`config.mk`:
```
export PLATFORM = sky130hd
export DESIGN_NAME = radix_digit_converter
export DESIGN_NICKNAME = d
export VERILOG_FILES = /design/src/hdl/rdc_pkg.sv /design/src/hdl/rdc_ram.sv /design/src/hdl/rdc_ctrl.sv /design/src/hdl/rdc_datapath.sv /design/src/hdl/radix_digit_converter.sv
export SDC_FILE = /design/constraint.sdc
export NUM_CORES = 1
export LEC_CHECK = 0
export BUFFER_PORTS_ARGS = -buffer_cell sky130_fd_sc_hd__buf_2
export CORE_UTILIZATION = 61
export CTS_CLUSTER_DIAMETER = 50
export DETAILED_ROUTE_END_ITERATION = 6
export PLACE_DENSITY = 0.8
export SETUP_SLACK_MARGIN = 0.5
export SLEW_MARGIN = 10
export SYNTH_ARGS = -nofsm -noshare
export SYNTH_HDL_FRONTEND = slang
export SYNTH_SLANG_ARGS = --single-unit
```
`constraint.sdc`:
```
create_clock -name i_clk -period 15.4 [get_ports i_clk]
set_input_delay 0 -clock i_clk [delete_from_list [all_inputs] [get_ports i_clk]]
set_output_delay 0 -clock i_clk [all_outputs]
set_load 0.05 [all_outputs]
```
`src/hdl/rdc_pkg.sv`:
```
// shared constants, types and control structs of the radix digit converter
package rdc_pkg;

    localparam int VALUE_WIDTH = 31;
    localparam int BASE_W      = 4;
    localparam int DIGIT_W     = 4;
    localparam logic [BASE_W-1:0] MIN_BASE = 4'd2;
    localparam logic [BASE_W-1:0] MAX_BASE = 4'd10;

    // dividend bits retired per division cycle
    localparam int STEP_BITS = 8;
    localparam int N_CHUNK   = (VALUE_WIDTH + STEP_BITS - 1) / STEP_BITS;
    localparam int DIV_W     = N_CHUNK * STEP_BITS;
    localparam int CHUNK_W   = (N_CHUNK > 1) ? $clog2(N_CHUNK) : 1;

    // digit stack
    localparam int PTR_W = $clog2(VALUE_WIDTH);
    localparam int CNT_W = $clog2(VALUE_WIDTH + 1);

    localparam int IN_DATA_W  = ((VALUE_WIDTH + BASE_W + 7) / 8) * 8;
    localparam int OUT_DATA_W = ((DIGIT_W + 7) / 8) * 8;

    typedef enum logic [2:0] {
        S_IDLE,
        S_DIV,
        S_RD,
        S_LD,
        S_ERR
    } t_state;

    typedef struct packed {
        logic load;
        logic step;
        logic rd;
        logic push_digit;
        logic push_err;
    } t_cmd;

    typedef struct packed {
        logic base_ok;
        logic digit_done;
        logic quot_zero;
        logic cnt_one;
        logic out_free;
    } t_status;

endpackage

```
`src/hdl/rdc_ram.sv`:
```
// generic single-port-write, single-port-read ram with registered read
module rdc_ram #(
    parameter int WIDTH = 4,
    parameter int DEPTH = 31
) (
    input  logic                     i_clk,
    input  logic                     i_wr_en,
    input  logic [$clog2(DEPTH)-1:0] i_wr_addr,
    input  logic [WIDTH-1:0]         i_wr_data,
    input  logic                     i_rd_en,
    input  logic [$clog2(DEPTH)-1:0] i_rd_addr,
    output logic [WIDTH-1:0]         o_rd_data
);

    logic [WIDTH-1:0] r_mem [DEPTH];
    logic [WIDTH-1:0] r_rd_data;

    always_ff @(posedge i_clk) begin
        if (i_wr_en) begin
            r_mem[i_wr_addr] <= i_wr_data;
        end
        if (i_rd_en) begin
            r_rd_data <= r_mem[i_rd_addr];
        end
    end

    assign o_rd_data = r_rd_data;

endmodule

```
`src/hdl/rdc_ctrl.sv`:
```
// sequencing state machine of the radix digit converter
module rdc_ctrl import rdc_pkg::*; (
    input  logic    i_clk,
    input  logic    i_rst_n,
    input  logic    i_s_axis_tvalid,
    output logic    o_s_axis_tready,
    input  t_status i_status,
    output t_cmd    o_cmd
);

    t_state r_state;
    t_state n_state;
    logic   s_fire;

    assign o_s_axis_tready = (r_state == S_IDLE);
    assign s_fire          = i_s_axis_tvalid && o_s_axis_tready;

    always_ff @(posedge i_clk) begin
        if (!i_rst_n) begin
            r_state <= S_IDLE;
        end else begin
            r_state <= n_state;
        end
    end

    always_comb begin
        n_state = r_state;
        unique case (r_state)
            S_IDLE: begin
                if (s_fire) begin
                    n_state = i_status.base_ok ? S_DIV : S_ERR;
                end
            end
            S_DIV: begin
                if (i_status.digit_done && i_status.quot_zero) begin
                    n_state = S_RD;
                end
            end
            S_RD: begin
                n_state = S_LD;
            end
            S_LD: begin
                if (i_status.out_free) begin
                    n_state = i_status.cnt_one ? S_IDLE : S_RD;
                end
            end
            S_ERR: begin
                if (i_status.out_free) begin
                    n_state = S_IDLE;
                end
            end
            default: begin
                n_state = S_IDLE;
            end
        endcase
    end

    always_comb begin
        o_cmd = '0;
        unique case (r_state)
            S_IDLE: o_cmd.load       = s_fire;
            S_DIV:  o_cmd.step       = 1'b1;
            S_RD:   o_cmd.rd         = 1'b1;
            S_LD:   o_cmd.push_digit = i_status.out_free;
            S_ERR:  o_cmd.push_err   = i_status.out_free;
            default: o_cmd = '0;
        endcase
    end

endmodule

```
`src/hdl/rdc_datapath.sv`:
```
// divider, digit stack and output register of the radix digit converter
module rdc_datapath import rdc_pkg::*; (
    input  logic                  i_clk,
    input  logic                  i_rst_n,
    input  logic [IN_DATA_W-1:0]  i_s_axis_tdata,
    input  t_cmd                  i_cmd,
    output t_status               o_status,
    output logic                  o_m_axis_tvalid,
    input  logic                  i_m_axis_tready,
    output logic [OUT_DATA_W-1:0] o_m_axis_tdata,
    output logic                  o_m_axis_tlast,
    output logic                  o_m_axis_tuser
);

    logic [VALUE_WIDTH-1:0] in_value;
    logic [BASE_W-1:0]      in_base;

    logic [DIV_W-1:0]       r_q;
    logic [DIGIT_W-1:0]     r_rem;
    logic [BASE_W-1:0]      r_base;
    logic [CHUNK_W-1:0]     r_chunk;
    logic [CNT_W-1:0]       r_cnt;

    logic [DIGIT_W-1:0]     rem_w;
    logic [DIGIT_W:0]       trial;
    logic [STEP_BITS-1:0]   qbits;
    logic [DIV_W+STEP_BITS-1:0] shifted;
    logic [DIV_W-1:0]       q_next;
    logic                   chunk_last;
    logic [CNT_W-1:0]       cnt_dec;

    logic [DIGIT_W-1:0]     ram_rd_data;

    logic                   r_out_valid;
    logic [DIGIT_W-1:0]     r_digit;
    logic                   r_last;
    logic                   r_err;

    assign in_value = i_s_axis_tdata[VALUE_WIDTH-1:0];
    assign in_base  = i_s_axis_tdata[VALUE_WIDTH+BASE_W-1:VALUE_WIDTH];

    // restoring division, STEP_BITS dividend bits per cycle, msb first
    always_comb begin
        rem_w = r_rem;
        trial = '0;
        qbits = '0;
        for (int i = 0; i < STEP_BITS; i++) begin
            trial = {rem_w, r_q[DIV_W-1-i]};
            if (trial >= {1'b0, r_base}) begin
                trial = trial - {1'b0, r_base};
                qbits[STEP_BITS-1-i] = 1'b1;
            end
            rem_w = trial[DIGIT_W-1:0];
        end
    end

    assign shifted    = {r_q, qbits};
    assign q_next     = shifted[DIV_W-1:0];
    assign chunk_last = (r_chunk == CHUNK_W'(N_CHUNK - 1));
    assign cnt_dec    = r_cnt - CNT_W'(1);

    assign o_status.base_ok    = (in_base >= MIN_BASE) && (in_base <= MAX_BASE);
    assign o_status.digit_done = i_cmd.step && chunk_last;
    assign o_status.quot_zero  = (q_next == '0);
    assign o_status.cnt_one    = (r_cnt == CNT_W'(1));
    assign o_status.out_free   = !r_out_valid || i_m_axis_tready;

    rdc_ram #(
        .WIDTH (DIGIT_W),
        .DEPTH (VALUE_WIDTH)
    ) u_stack (
        .i_clk     (i_clk),
        .i_wr_en   (i_cmd.step && chunk_last),
        .i_wr_addr (r_cnt[PTR_W-1:0]),
        .i_wr_data (rem_w),
        .i_rd_en   (i_cmd.rd),
        .i_rd_addr (cnt_dec[PTR_W-1:0]),
        .o_rd_data (ram_rd_data)
    );

    always_ff @(posedge i_clk) begin
        if (!i_rst_n) begin
            r_chunk     <= '0;
            r_cnt       <= '0;
            r_out_valid <= 1'b0;
        end else begin
            if (i_cmd.load) begin
                r_chunk <= '0;
                r_cnt   <= '0;
            end else if (i_cmd.step) begin
                if (chunk_last) begin
                    r_chunk <= '0;
                    r_cnt   <= r_cnt + CNT_W'(1);
                end else begin
                    r_chunk <= r_chunk + CHUNK_W'(1);
                end
            end else if (i_cmd.push_digit) begin
                r_cnt <= cnt_dec;
            end

            if (i_cmd.push_digit || i_cmd.push_err) begin
                r_out_valid <= 1'b1;
            end else if (i_m_axis_tready) begin
                r_out_valid <= 1'b0;
            end
        end
    end

    always_ff @(posedge i_clk) begin
        if (i_cmd.load) begin
            r_q    <= DIV_W'(in_value);
            r_rem  <= '0;
            r_base <= in_base;
        end else if (i_cmd.step) begin
            r_q   <= q_next;
            // each digit starts its division with a clear remainder
            r_rem <= chunk_last ? '0 : rem_w;
        end

        if (i_cmd.push_digit) begin
            r_digit <= ram_rd_data;
            r_last  <= (r_cnt == CNT_W'(1));
            r_err   <= 1'b0;
        end else if (i_cmd.push_err) begin
            r_digit <= '0;
            r_last  <= 1'b1;
            r_err   <= 1'b1;
        end
    end

    assign o_m_axis_tvalid = r_out_valid;
    assign o_m_axis_tdata  = {{(OUT_DATA_W-DIGIT_W){1'b0}}, r_digit};
    assign o_m_axis_tlast  = r_last;
    assign o_m_axis_tuser  = r_err;

endmodule

```
`src/hdl/radix_digit_converter.sv`:
```
// top level of the radix digit converter
//
// input stream: one transfer carries a value and a target base. a base of
// 2 to 10 yields the digits of the value in that base, most significant
// first, with tlast on the final digit; zero yields the single digit 0.
// any other base yields one transfer with digit 0, tlast and tuser set.
// one item is converted at a time; s_axis_tready is high only while the
// block waits for a new item.
// steps per item: an accept, then per digit a division over N_CHUNK (4 at 31
// bits) chunks by the 8-bit-per-cycle restoring divider, then per digit a
// read state and a load state to pop the digit stack through its registered
// read port.
// the last digit sits in the output register, so the next item is
// accepted and divided while that digit waits to be taken.
// a stalled receiver holds the output register and pauses the stack pop.
// reset (synchronous, active low) returns to idle and drops m_axis_tvalid;
// the digit stack needs no clearing.
module radix_digit_converter import rdc_pkg::*; (
    input  logic                  i_clk,
    input  logic                  i_rst_n,
    input  logic                  i_s_axis_tvalid,
    output logic                  o_s_axis_tready,
    input  logic [IN_DATA_W-1:0]  i_s_axis_tdata,   // value, base
    output logic                  o_m_axis_tvalid,
    input  logic                  i_m_axis_tready,
    output logic [OUT_DATA_W-1:0] o_m_axis_tdata,   // digit
    output logic                  o_m_axis_tlast,
    output logic                  o_m_axis_tuser    // error
);

    t_cmd    cmd;
    t_status status;

    rdc_ctrl u_ctrl (
        .i_clk           (i_clk),
        .i_rst_n         (i_rst_n),
        .i_s_axis_tvalid (i_s_axis_tvalid),
        .o_s_axis_tready (o_s_axis_tready),
        .i_status        (status),
        .o_cmd           (cmd)
    );

    rdc_datapath u_dp (
        .i_clk           (i_clk),
        .i_rst_n         (i_rst_n),
        .i_s_axis_tdata  (i_s_axis_tdata),
        .i_cmd           (cmd),
        .o_status        (status),
        .o_m_axis_tvalid (o_m_axis_tvalid),
        .i_m_axis_tready (i_m_axis_tready),
        .o_m_axis_tdata  (o_m_axis_tdata),
        .o_m_axis_tlast  (o_m_axis_tlast),
        .o_m_axis_tuser  (o_m_axis_tuser)
    );

endmodule

```
==> results of run 1 <==
worst max path at each step:
| stage | from | cells after the start | endpoint |
|---|---|---|---|
| 6_report | u_dp.r_base[2] | 65 | u_ctrl.r_state[0] |
| 5_1_grt | u_dp.r_base[2] | 64 | u_ctrl.r_state[0] |
| 4_1_cts | u_dp.r_base[2] | 59 | u_dp.u_stack.r_mem[25][3] |
| 3_5_place_dp | u_dp.r_base[2] | 59 | u_dp.u_stack.r_mem[5][3] |
| 3_3_place_gp | u_dp.r_base[2] | 59 | u_dp.u_stack.r_mem[5][3] |
| 2_1_floorplan | u_dp.r_base[1] | 62 | u_dp.u_stack.r_mem[0][0] |
per-stage QoR:
step / hold WS, ps / std cells / area [um^2]
2_1_floorplan: 98.9 / 737 / 9430
3_3_place_gp: 195 / 954 / 9850
3_5_place_dp: 201 / 954 / 9850
4_1_cts: 7.09 / 1024 / 10800
5_1_grt: 20.5 / 1026 / 10900
6_report: 13.9 / 1026 / 10900
state kept, by name (all words and copies together) (netlist names):
name                    count
u_dp.o_m_axis_tlast         1
u_dp.u_stack.r_mem        124
u_dp.r_rem                  4
u_dp.u_stack.o_rd_data      4
u_dp.o_m_axis_tvalid        1
u_dp.r_base                 4
u_ctrl.r_state              3
u_dp.r_digit                4
u_dp.o_m_axis_tuser         1
u_dp.r_chunk                2
u_dp.r_cnt                  5
u_dp.r_q                   32
layout by cell type, fill, tap and decap left out, types with 6 or more instances in the layout:
| master | count |
|---|---|
| sky130_fd_sc_hd__buf_4 | 12 |
| sky130_fd_sc_hd__and2_1 | 8 |
| sky130_fd_sc_hd__edfxtp_1 | 168 |
| sky130_fd_sc_hd__nor2_1 | 78 |
| sky130_fd_sc_hd__mux2_4 | 6 |
| sky130_fd_sc_hd__mux4_2 | 36 |
| sky130_fd_sc_hd__nand3b_1 | 7 |
| sky130_fd_sc_hd__nand2_1 | 100 |
| sky130_fd_sc_hd__dfxtp_1 | 16 |
| sky130_fd_sc_hd__a21oi_1 | 39 |
| sky130_fd_sc_hd__ha_1 | 39 |
| sky130_fd_sc_hd__a21o_1 | 10 |
| sky130_fd_sc_hd__nand3_1 | 6 |
| sky130_fd_sc_hd__xor2_1 | 6 |
| sky130_fd_sc_hd__dlygate4sd3_1 | 38 |
| sky130_fd_sc_hd__inv_1 | 37 |
| sky130_fd_sc_hd__buf_2 | 46 |
| sky130_fd_sc_hd__clkbuf_16 | 19 |
| sky130_fd_sc_hd__fa_1 | 8 |
| sky130_fd_sc_hd__mux2i_1 | 7 |
| sky130_fd_sc_hd__nor3_1 | 9 |
| sky130_fd_sc_hd__nor4_1 | 8 |
| sky130_fd_sc_hd__mux2_2 | 10 |
| sky130_fd_sc_hd__xnor2_1 | 15 |
| sky130_fd_sc_hd__o21ai_0 | 13 |
cell families (layout without fill, tap and decap cells):
logic type | after synthesis | in the layout | synth area share
DFF | 185 | 185 | 0.572
other | 1 | 4 | 0.000398
AOI/OAI and AO/OA | 109 | 109 | 0.0781
buffers and inverters | 66 | 167 | 0.0295
adders and majority gates | 47 | 47 | 0.0688
xor gates and xnor gates | 21 | 21 | 0.0195
muxes | 61 | 61 | 0.117
and+or+nand+nor | 244 | 244 | 0.115
metal layers:
| layer | up-vias | GRT usage | share of wire |
|---|---|---|---|
| met5 | - | 0 | 0 |
| met4 | 0 | 0.137 | 0.032 |
| met3 | 74 | 0.0535 | 0.070 |
| met2 | 317 | 0.462 | 0.49 |
| met1 | 3127 | 0.373 | 0.40 |
| li1 | 2895 | - | - |
critical path: cells and delay by family (launching register included):
family / cells / cell delay (ps)
buffers and inverters: 7 / 1310
flip-flops: 1 / 380
adder cells (fa/ha/maj): 8 / 2390
AO/OA/AOI/OAI: 34 / 6280
AND/OR/NAND/NOR: 13 / 2440
multiplexers: 3 / 1070
repair_timing:
| action | in CTS | in global routing |
|---|---|---|
| hold endpoints to repair | 40 | 0 |
| hold buffers | 38 | 0 |
| endpoints found under the setup margin | 0 | 130 |
| buffers inserted | 0 | 2 |
| gates resized for setup | 0 | 9 |
cell type report:
class | count | area (um^2) | area share
flip-flops and latches | 185 | 5390 | 0.496
multi-input cells | 486 | 3790 | 0.349
repair buffers | 96 | 701 | 0.0645
clock buffers | 20 | 479 | 0.0441
well taps | 188 | 235 | 0.0217
inverters | 39 | 150 | 0.0138
clock inverters | 12 | 123 | 0.0113
==> results summary, run 1 <==
The worst setup path is captured at a flop. The final layout net count came out at 916. In this run the worst path has a maximum fanout of 13. The max capacitance violation total is 0.

The period utilization is 0.906. The setup slack on the worst flop-to-flop path came out at 1440 ps. The total number of clock tree sinks came out at 185. Of the cells placed in the final design, the portion with a size suffix greater than 1 is 0.195. The first-pass GRT wire length came out at 34100 um.

The final critical-path setup slack came out at 1440 ps. The worst-margin pin slew is 1180 ps. The floorplan step defined a die boundary enclosing 0.0159 mm^2. Counting stages on the worst path, the most repeated cell is sky130_fd_sc_hd__a21oi_1. The floorplan row count is 45.

The worst setup path is launched from a flop. The category of the critical setup timing path is reg2reg. Data on the critical path arrives at its endpoint at 14280 ps. The clock arrives with 10.5 ps of skew. For the worst-skew pair, the clock arrives at the later sink with an insertion delay of about 440 ps. The number of enable flip-flop cells after synthesis is 168. The run finished with clean final reports. The number of optimization iterations in the first detailed-route pass came out at 6. The hold violation total from the final report is 0.

The weighted congestion at the end of routability-driven global placement is 0.931. The path with the worst hold slack has its endpoint at u_dp.r_q[6]. STA puts the critical path data required time at approximately 16000 ps. The initial utilization of the core area, before any placement, comes to 0.622. The root cell of the clock tree is sky130_fd_sc_hd__clkbuf_16. The slowest stage of the critical path belongs to the cell sky130_fd_sc_hd__dlygate4sd3_1. Along the worst hold path, the cell count comes to 3. The clock transition time at the flip-flop clock pins of the worst setup and hold paths is 70 ps.

The combined global-route utilization of all metal layers came out at 0.284. The cell with the most instances after synthesis is sky130_fd_sc_hd__edfxtp_1. The placement-stage worst setup slack came out at 1200 ps. Ranked by instance count, the synthesized netlist is headed by sky130_fd_sc_hd__edfxtp_1, sky130_fd_sc_hd__nand2_1, sky130_fd_sc_hd__nor2_1.

The area added between synthesis and finish came out at 15.4%. The count of buffers added on input and output ports is 46. The detailed router placed 6413 vias in this run. The proportion of synthesized chip area in sequential cells is 0.572. The synthesized area per cell is 12.8 um^2.

The number of fill cells in the layout is 918. Ranked by total cell area, the synthesized netlist is headed by sky130_fd_sc_hd__edfxtp_1, sky130_fd_sc_hd__mux4_2, sky130_fd_sc_hd__ha_1, sky130_fd_sc_hd__nand2_1, sky130_fd_sc_hd__dfxtp_1. The first-iteration detailed-routing DRC count is 597. The number of slew-limit violations in the final report is 0.

The number of register bits inferred by synthesis is 185. The clock passes through at most 2 buffers. After detailed routing, the average wire length per cell comes to 20.9 um. The final cell utilization of the core came out at 0.717. The number of levels in the clock H-tree came out at 4. The via count of the first global-routing pass came out at 6644.

The tightest min-delay check is of the in2reg type. The Yosys warning count came out at 0. The clock period minus worst slack came out at around 14000 ps. The highest clock rate is 0.0716 GHz.

The aggregate routed wire length came out at 21500 um. The proportion of netlist area held by the largest area contributor came out at 0.536. The cell depth of the worst flop-to-flop path is 65. The die outline height came out at 126 um. The total negative setup slack came out at 0 ps. The total setup violations reported at the end of the flow came out at 0. The worst register-to-register path ends at u_ctrl.r_state[0].

After detailed routing, the number of vias per cell comes to 6.25. The post-detailed-route count of antenna-violating nets is 0. The normalized max-slew margin is 0.211. The critical hold path startpoint is i_s_axis_tdata[6].

Setup repair after global routing left no endpoint under its margin. The count of pins on the block boundary is 56. The netlist area before placement came out at 0.00942 mm^2. Clock tree synthesis inserted a total of 17 buffers. The reg-to-reg critical path startpoint is u_dp.r_base[2].

The count of inserted antenna diode cells is 0. The total congestion overflow after global routing is 0. The gate count after technology mapping is 734. The detailed placement HPWL came out at ~14000 um. The number of distinct library cells after synthesis is 60. Entering global routing, the biggest net connects 38 pins. For this run, the leading register cell type out of synthesis is sky130_fd_sc_hd__edfxtp_1. The area of the core is 0.0151 mm^2. Measured along the x axis, the die boundary spans 126 um. In this design, the stage delay of the slowest critical-path cell is 550 ps. The number of antenna violations at the first check in global routing is 0. The fraction of registers with async set or reset after synthesis is 0. The cell type with the highest aggregate area in the netlist is sky130_fd_sc_hd__edfxtp_1. TritonCTS built the clock tree. The DRC violation count after routing came out at 0.
Power of run 1 is left out: the tool's default activity adds up to more than one toggle a clock period on the data nets, which glitch-free logic cannot reach.
==> run 2: changes to the inputs <==
- CELL_PAD_IN_SITES_DETAIL_PLACEMENT: not set -> 0
- CELL_PAD_IN_SITES_GLOBAL_PLACEMENT: not set -> 1
- CORE_UTILIZATION: 61 -> 51
- PLACE_DENSITY: 0.8 -> not set
- PLACE_DENSITY_LB_ADDON: not set -> 0.1
==> results summary, run 2 (synthesized netlist as in run 1, its figures left out) <==
In the final layout, the registers with the most flip-flops are u_dp.u_stack.r_mem (124), u_dp.r_q (32), u_dp.r_cnt (5). The register with the most flip-flops is u_dp.u_stack.r_mem. The period utilization came out at 0.904. The die outline height came out at 138 um. The combined global-route utilization of all metal layers is 0.231. The share of post-route cells with drive strength above 1 is 0.194. The final layout net count came out at 915.

The initial standard-cell utilization of the core is 0.522. The number of antenna diodes in the final layout is 0. In this run the worst hold path is classified as in2reg. The worst hold path was traced through 4 stages. The arrival time reported for the critical path endpoint came out at 14240 ps. Once placement finished, the instance area stood at 0.00991 mm^2. The library cell used most frequently in the layout, excluding fill and tap cells, is sky130_fd_sc_hd__edfxtp_1. Port buffering added 46 buffers. The finished layout cell area came out at 0.0109 mm^2. The routed design has 20700 um of wire. For flop-to-flop paths, the worst setup slack is 1480 ps. The die outline area came out at 0.0190 mm^2.

The total number of clock tree sinks is between 150 and 200. In this run the worst setup path begins at u_dp.r_base[0]. The clock period minus worst slack came out at 13920 ps. The clock skew is 9.12 ps. After clock tree synthesis, the clock-pin slew on the worst setup and hold paths is 70 ps. The post-detailed-route count of antenna-violating nets is 0. The count of vias placed by the detailed router is 6160. The worst setup path is launched from a flop. Setup repair after global routing left no endpoint under its margin.

Data on the critical path is required at its endpoint by 15720 ps. The largest individual stage delay along the critical path comes from the cell sky130_fd_sc_hd__edfxtp_1. The hold violation total from the final report came out at 0. The first-iteration detailed-routing DRC count is 404. The number of levels in the clock H-tree came out at 4. The routed wirelength normalized by instance count came out at 19.4 um. For hold timing, the worst endpoint is u_ctrl.r_state[2].

Using the TritonRoute via totals, the vias-per-cell ratio works out to 5.78. The top cell types in the final layout, fill and taps aside, are sky130_fd_sc_hd__edfxtp_1, sky130_fd_sc_hd__nand2_1, sky130_fd_sc_hd__nor2_1. The run finished with clean final reports. The number of flip-flops in the largest register is 124. The cell family contributing the most delay on the critical path is compound AO/OA/AOI/OAI gates. The cell occurring most often along the worst timing path is sky130_fd_sc_hd__ha_1. The first-pass GRT wire length is 32200 um. The detailed placement HPWL came out at 13800 um. The worst register-to-register path begins at u_dp.r_base[0]. At the placement stage, the worst setup path has a slack of 891 ps. The final critical-path setup slack came out at roughly 1500 ps.

The met3 wirelength from detailed routing came out at 1050 um. The worst path buffer plus inverter count is 5. The total congestion overflow after global routing came out at 0. Wire segments on met2 add up to around 9600 um in the final route. The worst-margin pin slew came out at 1180 ps. The area of the core came out at 0.0180 mm^2.

The TritonCTS clock tree is done. The count of pins on the block boundary came out at 56. The cell depth of the worst flop-to-flop path came out at 61. The normalized max-slew margin is 0.213.

For this run, the detailed router's first-pass iteration total came to 5. The worst setup path is captured at a flop. Setup violations remaining at the end of the flow were counted as 0. The max capacitance violation total came out at 0. The width of the die is approximately 140 um. The maximum buffer depth of the clock tree came out at 2. The source-to-sink clock delay at the later pin of the worst-skew pair came out at 430 ps.

The number of antenna violations at the first check in global routing is 0. The highest clock rate came out at 0.0718 GHz. The area added between synthesis and finish is 16.2%. The weighted congestion at the end of routability-driven global placement is 0.885. The total negative setup slack came out at 0 ps. The critical hold path startpoint is i_s_axis_tvalid. The worst-path maximum fanout is 32. The floorplan row count came out at 49. Measured on the finished design, the core utilization comes to 0.607. Clock tree synthesis selected as its root buffer the cell sky130_fd_sc_hd__clkbuf_16.

In the routed design, unresolved DRC markers number 0. The via count of the first global-routing pass is 5901. The total CTS buffers came out at 17. The number of slew-limit violations in the final report came out at 0. Entering global routing, the biggest net connects 38 pins. The instance count on the critical path came out at 61.

The met1 wire length came out at 9840 um. By startpoint and endpoint, the worst setup path is classified as reg2reg. After detailed routing, no signal wire sits above met4. The largest stage delay on the critical path came out at 610 ps. The capturing point of the worst reg2reg path is u_dp.r_rem[2].
## run 2: cell types whose count changed in the layout (fill, tap and decap cells not counted), sizes merged
cell / previous run / this run
clkbuf: 20 / 17
buf: 58 / 57
clkinvlp: 1 / 2
clkinv: 6 / 2
bufinv: 0 / 2
inv: 44 / 48
## run 2: worst register-to-register path: cells and delay by family, from the launching register on
kind	cells	cell delay (ps)
simple gates	9	1710
compound gates	35	6890
fa+ha+maj	8	2510
buf+inv	5	500
mux	4	1580
flops	1	610
## run 2: per-stage QoR
stage	hold WS [ps]	instances
final	82.7	1066
after detailed placement	209	995
after CTS	73.8	1065
after global placement	196	995
after floorplan	98.9	737
after global routing	114	1066
## run 2: how the worst max path moves through the flow
stage | slack [ps] | to
2_1_floorplan | 2490 | u_dp.u_stack.r_mem[0][0]
5_1_grt | 620 | u_dp.r_rem[2]
4_1_cts | 800 | u_dp.u_stack.r_mem[18][3]
6_report | 1480 | u_dp.r_rem[2]
3_5_place_dp | 890 | u_dp.u_stack.r_mem[4][3]
3_3_place_gp | 1230 | u_dp.u_stack.r_mem[5][3]
## run 2: layout make-up
type                            instances  area (um^2)
Clock buffer                           17          425
Clock inverter                         15          195
Fill cell                            1440         7080
Inverter                               39          150
Multi-Input combinational cell        486         3800
Sequential cell                       185         5390
Tap cell                              229          287
Timing Repair Buffer                   95          693
## run 2: repair_timing
action                                  CTS  global route
resized for setup                         0             8
endpoints found under the hold margin    40             0
hold buffers                             38             0
setup buffers                             0             1
endpoints found under the setup margin    0           131
## run 2: per-layer routing
layer  track usage  up-vias
li1              -     2892
met1         0.343     3079
met2         0.353      173
met3        0.0413       16
met4        0.0550        0
met5             0        -
Power of run 2 is left out for the same reason.
